==> src/rtl/lfs_pkg.sv <==
// ----------------------------------------------------------------------------
// lfs_pkg: shared types and constants of the lease failsafe supervisor
// Transaction payload structs, command kinds and the tolerance constants.
// ----------------------------------------------------------------------------
package lfs_pkg;

	typedef enum logic [1:0] {
		KIND_TICK = 2'd0,
		KIND_ARM  = 2'd1,
		KIND_STOP = 2'd2
	} kind_t;

	localparam int LEASE_W = 31;
	localparam int TIME_W  = 32;
	localparam int OFF_W   = 32;
	localparam int SAFE_W  = 2;

	// Tolerance is max(lease / 10000, 5). The divide is done as a shift by
	// four followed by an exact reciprocal multiply for the divide by 625.
	localparam int TOL_PRE_SHIFT = 4;
	localparam int TOL_ARG_W     = LEASE_W - TOL_PRE_SHIFT;
	localparam int TOL_RECIP_W   = 28;
	localparam logic [TOL_RECIP_W-1:0] TOL_RECIP = 28'd219902326;
	localparam int TOL_SHIFT     = 37;
	localparam int TOL_PROD_W    = TOL_ARG_W + TOL_RECIP_W;
	localparam int TOL_W         = TOL_PROD_W - TOL_SHIFT;
	localparam logic [TOL_W-1:0] TOL_FLOOR = 18'd5;

	localparam logic [LEASE_W-1:0] LEASE_MIN = 31'd1;
	localparam logic [LEASE_W-1:0] LEASE_MAX = 31'h7FFF_FFFF;

	typedef struct packed {
		logic [1:0]                kind;
		logic [TIME_W-1:0]         now_ms;
		logic [LEASE_W-1:0]        base_lease_ms;
		logic signed [OFF_W-1:0]   offset_first_ms;
		logic signed [OFF_W-1:0]   offset_second_ms;
		logic [SAFE_W-1:0]         channel_safe;
	} cmd_t;

	typedef struct packed {
		logic                arm_accepted;
		logic                arm_pulse;
		logic                stop_pulse;
		logic [LEASE_W-1:0]  lease_first_ms;
		logic [LEASE_W-1:0]  lease_second_ms;
		logic                expect_safe;
		logic                mismatch_seen;
		logic                latched_fault;
		logic                force_safe;
	} rsp_t;

endpackage

==> src/rtl/lease_failsafe_supervisor_core.sv <==
// ----------------------------------------------------------------------------
// lease_failsafe_supervisor_core: lease failsafe supervisor
// Arms redundant channels on a timed lease and latches a fault on mismatch.
// ----------------------------------------------------------------------------
// The block takes one transaction per clock while cmd_ready is high and
// returns exactly one result transaction for each through a single output
// register; cmd_ready stays high while that register is empty or being
// drained, so a steady stream runs at one transaction per cycle. A stop
// transaction pulses stop_pulse, clears the run state and enables arming.
// An arm transaction is honored only after a stop and returns two saturated
// leases (base plus signed offset, clamped to 1 .. 2^31-1). A tick
// transaction, while running, reports whether the lease has elapsed, whether
// any of the CHANNELS lanes disagrees with that expectation (channels beyond
// the two-bit safe field read as not safe), and the fault latch, which is set
// once a mismatch has lasted max(lease / 10000, 5) ms. The tolerance is
// computed by a registered reciprocal multiplier from the armed lease; it
// is first consulted two ticks after that arm, so no stall is ever needed.
// ----------------------------------------------------------------------------
module lease_failsafe_supervisor_core #(
	parameter int CHANNELS = 2
) (
	input  logic           clk,
	input  logic           arst_n,
	input  logic           cmd_valid,
	output logic           cmd_ready,
	input  lfs_pkg::cmd_t  cmd,
	output logic           rsp_valid,
	input  logic           rsp_ready,
	output lfs_pkg::rsp_t  rsp
);

	// Supervisor state.
	logic                           running_q;
	logic                           latched_q;
	logic                           mismatching_q;
	logic                           revoke_seen_q;
	logic [lfs_pkg::LEASE_W-1:0]    lease_length_q;
	logic [lfs_pkg::TIME_W-1:0]     arm_time_q;
	logic [lfs_pkg::TIME_W-1:0]     mismatch_start_q;

	// Output register.
	logic                           rsp_valid_q;
	lfs_pkg::rsp_t                  rsp_q;

	logic                           accept;
	logic [lfs_pkg::TIME_W-1:0]     elapsed;
	logic [lfs_pkg::TIME_W-1:0]     since_mismatch;
	logic [lfs_pkg::TOL_W-1:0]      tol_ms;
	logic                           expect_safe;
	logic                           tol_hit;
	logic                           any_mismatch;
	logic                           latch_now;
	logic [CHANNELS-1:0]            lane_mismatch;
	logic [lfs_pkg::LEASE_W-1:0]    lease_first;
	logic [lfs_pkg::LEASE_W-1:0]    lease_second;
	lfs_pkg::rsp_t                  rsp_next;

	assign cmd_ready = !rsp_valid_q || rsp_ready;
	assign accept    = cmd_valid && cmd_ready;

	// Lease elapsed test with wrapping time arithmetic.
	assign elapsed     = cmd.now_ms - arm_time_q;
	assign expect_safe = elapsed >= {1'b0, lease_length_q};

	// One comparison lane per channel; the OR below merges their findings.
	genvar gi;
	generate
		for (gi = 0; gi < CHANNELS; gi++) begin : g_lane
			logic safe_bit;
			if (gi < lfs_pkg::SAFE_W) begin : g_field
				assign safe_bit = cmd.channel_safe[gi];
			end else begin : g_beyond
				assign safe_bit = 1'b0;
			end
			lfs_lane u_lane (
				.channel_safe_bit (safe_bit),
				.expect_safe      (expect_safe),
				.mismatch         (lane_mismatch[gi])
			);
		end
	endgenerate

	assign any_mismatch = |lane_mismatch;

	lfs_tol u_tol (
		.clk          (clk),
		.arst_n       (arst_n),
		.lease_length (lease_length_q),
		.tol_ms       (tol_ms)
	);

	assign since_mismatch = cmd.now_ms - mismatch_start_q;
	assign tol_hit        = since_mismatch >= {{(lfs_pkg::TIME_W-lfs_pkg::TOL_W){1'b0}}, tol_ms};

	// The fault latches on a persisting mismatch once the tolerance is reached.
	assign latch_now = any_mismatch && mismatching_q && !latched_q && tol_hit;

	lfs_lease_sat u_sat_first (
		.base_lease_ms (cmd.base_lease_ms),
		.offset_ms     (cmd.offset_first_ms),
		.lease_ms      (lease_first)
	);

	lfs_lease_sat u_sat_second (
		.base_lease_ms (cmd.base_lease_ms),
		.offset_ms     (cmd.offset_second_ms),
		.lease_ms      (lease_second)
	);

	// Result of the transaction being accepted; fields of other kinds stay zero.
	always_comb begin
		rsp_next = '0;
		case (lfs_pkg::kind_t'(cmd.kind))
			lfs_pkg::KIND_ARM: begin
				if (revoke_seen_q) begin
					rsp_next.arm_accepted    = 1'b1;
					rsp_next.arm_pulse       = 1'b1;
					rsp_next.lease_first_ms  = lease_first;
					rsp_next.lease_second_ms = lease_second;
				end
			end
			lfs_pkg::KIND_STOP: begin
				rsp_next.stop_pulse = 1'b1;
			end
			lfs_pkg::KIND_TICK: begin
				if (running_q) begin
					rsp_next.expect_safe   = expect_safe;
					rsp_next.mismatch_seen = any_mismatch;
					rsp_next.latched_fault = latched_q || latch_now;
					rsp_next.force_safe    = latched_q || latch_now;
				end
			end
			default: begin
				rsp_next = '0;
			end
		endcase
	end

	// State update on every accepted transaction.
	always_ff @(posedge clk or negedge arst_n) begin
		if (!arst_n) begin
			running_q        <= 1'b0;
			latched_q        <= 1'b0;
			mismatching_q    <= 1'b0;
			revoke_seen_q    <= 1'b0;
			lease_length_q   <= '0;
			arm_time_q       <= '0;
			mismatch_start_q <= '0;
		end else if (accept) begin
			case (lfs_pkg::kind_t'(cmd.kind))
				lfs_pkg::KIND_ARM: begin
					if (revoke_seen_q) begin
						lease_length_q <= cmd.base_lease_ms;
						arm_time_q     <= cmd.now_ms;
						running_q      <= 1'b1;
						latched_q      <= 1'b0;
						mismatching_q  <= 1'b0;
					end
				end
				lfs_pkg::KIND_STOP: begin
					running_q     <= 1'b0;
					latched_q     <= 1'b0;
					mismatching_q <= 1'b0;
					revoke_seen_q <= 1'b1;
				end
				lfs_pkg::KIND_TICK: begin
					if (running_q) begin
						if (any_mismatch) begin
							if (!mismatching_q) begin
								mismatching_q    <= 1'b1;
								mismatch_start_q <= cmd.now_ms;
							end else if (latch_now) begin
								latched_q     <= 1'b1;
								revoke_seen_q <= 1'b0;
							end
						end else begin
							mismatching_q <= 1'b0;
						end
					end
				end
				default: begin
					running_q <= running_q;
				end
			endcase
		end
	end

	// Output register: loads on accept, empties when the result is taken.
	always_ff @(posedge clk or negedge arst_n) begin
		if (!arst_n) begin
			rsp_valid_q <= 1'b0;
		end else if (accept) begin
			rsp_valid_q <= 1'b1;
		end else if (rsp_ready) begin
			rsp_valid_q <= 1'b0;
		end
	end

	always_ff @(posedge clk) begin
		if (accept) begin
			rsp_q <= rsp_next;
		end
	end

	assign rsp_valid = rsp_valid_q;
	assign rsp       = rsp_q;

endmodule

==> src/rtl/lfs_lane.sv <==
// ----------------------------------------------------------------------------
// lfs_lane: per-channel comparison lane
// Flags a channel whose reported safe state disagrees with the expectation.
// ----------------------------------------------------------------------------
module lfs_lane (
	input  logic channel_safe_bit,
	input  logic expect_safe,
	output logic mismatch
);

	assign mismatch = channel_safe_bit ^ expect_safe;

endmodule

==> src/rtl/lfs_lease_sat.sv <==
// ----------------------------------------------------------------------------
// lfs_lease_sat: saturating lease adder
// Adds a signed offset to the base lease and clamps to 1 .. 2^31-1.
// ----------------------------------------------------------------------------
module lfs_lease_sat (
	input  logic [lfs_pkg::LEASE_W-1:0]      base_lease_ms,
	input  logic signed [lfs_pkg::OFF_W-1:0] offset_ms,
	output logic [lfs_pkg::LEASE_W-1:0]      lease_ms
);

	logic signed [lfs_pkg::OFF_W+1:0] sum;

	assign sum = $signed({3'b000, base_lease_ms})
		+ $signed({{2{offset_ms[lfs_pkg::OFF_W-1]}}, offset_ms});

	always_comb begin
		if (sum[lfs_pkg::OFF_W+1] || (sum == '0)) begin
			lease_ms = lfs_pkg::LEASE_MIN;
		end else if (|sum[lfs_pkg::OFF_W:lfs_pkg::LEASE_W]) begin
			lease_ms = lfs_pkg::LEASE_MAX;
		end else begin
			lease_ms = sum[lfs_pkg::LEASE_W-1:0];
		end
	end

endmodule

==> src/rtl/lfs_tol.sv <==
// ----------------------------------------------------------------------------
// lfs_tol: mismatch tolerance unit
// Registers max(lease / 10000, 5), updating in the cycle after the lease register changes.
// ----------------------------------------------------------------------------
module lfs_tol (
	input  logic                          clk,
	input  logic                          arst_n,
	input  logic [lfs_pkg::LEASE_W-1:0]   lease_length,
	output logic [lfs_pkg::TOL_W-1:0]     tol_ms
);

	logic [lfs_pkg::TOL_PROD_W-1:0] prod;
	logic [lfs_pkg::TOL_W-1:0]      quot;
	logic [lfs_pkg::TOL_W-1:0]      tol_q;

	assign prod = lfs_pkg::TOL_PROD_W'(lease_length[lfs_pkg::LEASE_W-1:lfs_pkg::TOL_PRE_SHIFT])
		* lfs_pkg::TOL_PROD_W'(lfs_pkg::TOL_RECIP);
	assign quot = prod[lfs_pkg::TOL_PROD_W-1:lfs_pkg::TOL_SHIFT];

	always_ff @(posedge clk or negedge arst_n) begin
		if (!arst_n) begin
			tol_q <= lfs_pkg::TOL_FLOOR;
		end else begin
			tol_q <= (quot > lfs_pkg::TOL_FLOOR) ? quot : lfs_pkg::TOL_FLOOR;
		end
	end

	assign tol_ms = tol_q;

endmodule

==> config.mk <==
export PLATFORM = sky130hd
export DESIGN_NAME = lease_failsafe_supervisor_core
export DESIGN_NICKNAME = d
export VERILOG_FILES = /design/src/rtl/lfs_pkg.sv /design/src/rtl/lease_failsafe_supervisor_core.sv /design/src/rtl/lfs_lane.sv /design/src/rtl/lfs_lease_sat.sv /design/src/rtl/lfs_tol.sv
export SDC_FILE = /design/constraint.sdc
export NUM_CORES = 1
export LEC_CHECK = 0
export CORE_MARGIN = 2
export CORE_UTILIZATION = 49
export DETAILED_ROUTE_END_ITERATION = 8
export DONT_BUFFER_PORTS = 1
export SKIP_LAST_GASP = 1
export SYNTH_ARGS = -nofsm -noshare
export SYNTH_HDL_FRONTEND = slang
export SYNTH_SLANG_ARGS = --single-unit
export TNS_END_PERCENT = 20
==> constraint.sdc <==
create_clock -name clk -period 16.2 [get_ports clk]
set_input_delay 0 -clock clk [delete_from_list [all_inputs] [get_ports clk]]
set_output_delay 0 -clock clk [all_outputs]
set_load 0.02 [all_outputs]
==> results_dict.tcl <==
set metrics [dict create \
    rrSetupSlack_ns 8.38 \
    initial_core_util 0.4960 \
    ys_seq_area_frac 0.1736 \
    ant_nets 0 \
    status "finished, final reports clean" \
    min_period_ns 7.816 \
    grtUsageTotal 0.3034 \
    layout-drive-gt1-share 0.04582 \
    synth_edf_count 67 \
    rsz0062_at_grt "no" \
    clock.fmax_mhz 127.9 \
    clock-sinks 185 \
    synth_cells 3025 \
    max_cap_violations 0 \
    routed_wl_mm 91.03 \
    routed_via_density 5.780 \
    ys_warn_count 0 \
    setup_violations 0 \
    dp_hpwl_mm 77.02 \
    tns_ns 0 \
    setup.worst_path.start "lease_length_q[9]" \
    tightest_slew_ns 0.9838 \
    regArea_um2 4967 \
    min_path_type "input pin to flip-flop" \
    placeableCoreArea_um2 57700 \
    crit_path_start_kind "flip-flop" \
    num_io_pins 206 \
    syn_area_um2 28610 \
    crit_path_end "u_tol.tol_ms[1]" \
    syn_to_final_growth_pct 7.363 \
    syn_nets 3927 \
    timing.rr.start "lease_length_q[9]" \
    holdPathStages 3 \
    clkTransAtPathRegs_ns 0.07 \
    finalHoldViolations 0 \
    dr.pass1.iters 5 \
    skew_ns 0.009943 \
    overflow 0 \
    grt_pass1_vias 22800 \
    postCtsSetupBuffers 0 \
    antenna_found_initial 4 \
    grt_pass1_wl_mm 137.2 \
    cp-end-kind "flip-flop" \
    critPathMaxFanout 10 \
    postCtsResizedCells 0 \
    drc 0 \
    place_congestion 1.036 \
    synth_cell_types 94 \
    cts-root-buf "clkbuf_16" \
    final_nets 3966 \
    cts_buffers 17 \
    multiInputGateArea_um2 20840 \
    drv_slew 0 \
    rows 88 \
    insertion_delay_ns 0.49 \
    async_flop_share 0.6378 \
    antenna_cells 0 \
    fillers 5242 \
    yosys_most_used_dff "dfrtp_1" \
    dieWidth_um 245.7 \
    synth_seq_cells 185 \
    die_h_um 245.7 \
    rr_endpoint "u_tol.tol_ms[1]" \
    cts_tree "yes" \
    critPathKind "flip-flop to flip-flop" \
    worstPathArrival_ns 8.19 \
    port_buffers 0 \
    crit_required_ns 16.58 \
    first_iter_violations 1718 \
    clockBufferDepth 2 \
    synth_area_per_cell_um2 9.459 \
    dieArea_um2 60350 \
    avgRoutedWirePerCell_um 23.69 \
    max_slew_margin 0.3441 \
    htree_levels 4 \
    vias 22210 \
    post-route-period-util 0.4825 \
    rr_worst_depth 23 \
    grt_max_degree 119 \
]
[cell type report]
type / instances / share of cell area
Clock buffer: 19 / 0.01409
Tap cell: 765 / 0.03116
Sequential cell: 185 / 0.1617
Multi-Input combinational cell: 2107 / 0.6783
Inverter: 672 / 0.08210
Timing Repair Buffer: 81 / 0.02655
Clock inverter: 13 / 0.006068
[worst min path at each step]
stage / start / endpoint / slack, ns
2_1_floorplan: arst_n / arm_time_q[0] / -0.30
3_3_place_gp: arst_n / mismatch_start_q[21] / -0.29
3_5_place_dp: arst_n / mismatch_start_q[21] / -0.29
4_1_cts: cmd[130] / running_q / 0.002
5_1_grt: cmd[34] / rsp[35] / 0.03
6_report: cmd[69] / rsp[7] / 0.04
[repair_timing]
item / CTS / global route
hold buffers: 76 / 0
setup endpoints to repair: 0 / 0
hold endpoints to repair: 227 / 0
[synthesized netlist by cell type, types with 47 or more instances]
cell type	n	share of area
inv_1	671	0.088
ha_1	442	0.19
fa_1	325	0.23
a21oi_1	210	0.037
nor2_1	136	0.018
dfrtp_1	116	0.10
nand2_1	106	0.014
o21ai_0	85	0.015
a21o_1	78	0.020
xnor2_1	76	0.023
edfxtp_1	67	0.070
mux2_2	65	0.026
xor2_1	47	0.014
[metrics by stage]
step           instance area [um^2]  instances  utilization  hold slack (ns)  setup slack (ns)
3_5_place_dp                  29320       3734       0.5083          -0.2938             8.449
3_3_place_gp                  29320       3734       0.5083          -0.2930             8.628
4_1_cts                       30720       3842       0.5325         0.001915             8.417
6_report                      30720       3842       0.5325          0.03613             8.384
2_1_floorplan                 28610       3025            -          -0.2956             9.249
5_1_grt                       30720       3842       0.5325          0.02795             8.007
[state kept, by name (all words and copies together) (netlist names)]
name,flops
rsp_valid,1
u_tol.tol_ms,18
mismatch_start_q,32
arm_time_q,32
lease_length_q,31
running_q,1
rsp,67
revoke_seen_q,1
latched_q,1
mismatching_q,1
[routing by layer]
metal  up-vias  wire length (um)  GRT usage
met4         8              3560     0.1137
met2       759             42420     0.4927
li1      10230                 -          -
met3       168              5770    0.06242
met5         -                57          0
met1     11040             39220     0.3992
[critical path, stage by stage (launching register included)]
cell       delay [ns]
dfrtp_1          0.71
ha_1             0.45
fa_1             0.54
inv_1            0.06
fa_1             0.58
inv_1            0.07
fa_1             0.48
fa_1             0.52
fa_1             0.55
inv_1            0.05
fa_1             0.53
inv_1            0.04
ha_1             0.37
nand3_1          0.14
or4_1            0.54
a211o_1          0.28
a41o_1           0.25
nand3_2          0.13
nand2b_1         0.09
o221ai_2         0.20
o2111ai_1        0.17
a2111oi_2        0.39
o2111ai_1        0.26
o31a_1           0.29
[cell families (layout without fill, tap and decap cells)]
group / count (synthesis) / after routing / share of synthesized area
AOI/OAI and AO/OA: 607 / 607 / 0.1400
xor gates and xnor gates: 123 / 123 / 0.03765
adders and majority gates: 767 / 767 / 0.4206
buffers and inverters: 733 / 785 / 0.09847
DFF: 185 / 185 / 0.1736
muxes: 101 / 101 / 0.03961
and+or+nand+nor: 509 / 509 / 0.09003
[layout by cell type (no fill, tap or decap), types with 76 or more instances in the layout]
cell type / count
nand2_1: 105
ha_1: 442
inv_1: 670
a21oi_1: 210
o21ai_0: 85
xnor2_1: 76
nor2_1: 136
fa_1: 325
dfrtp_1: 116
a21o_1: 78
Power is left out: the tool's default activity adds up to more than one toggle a clock period on the data nets, which glitch-free logic cannot reach.
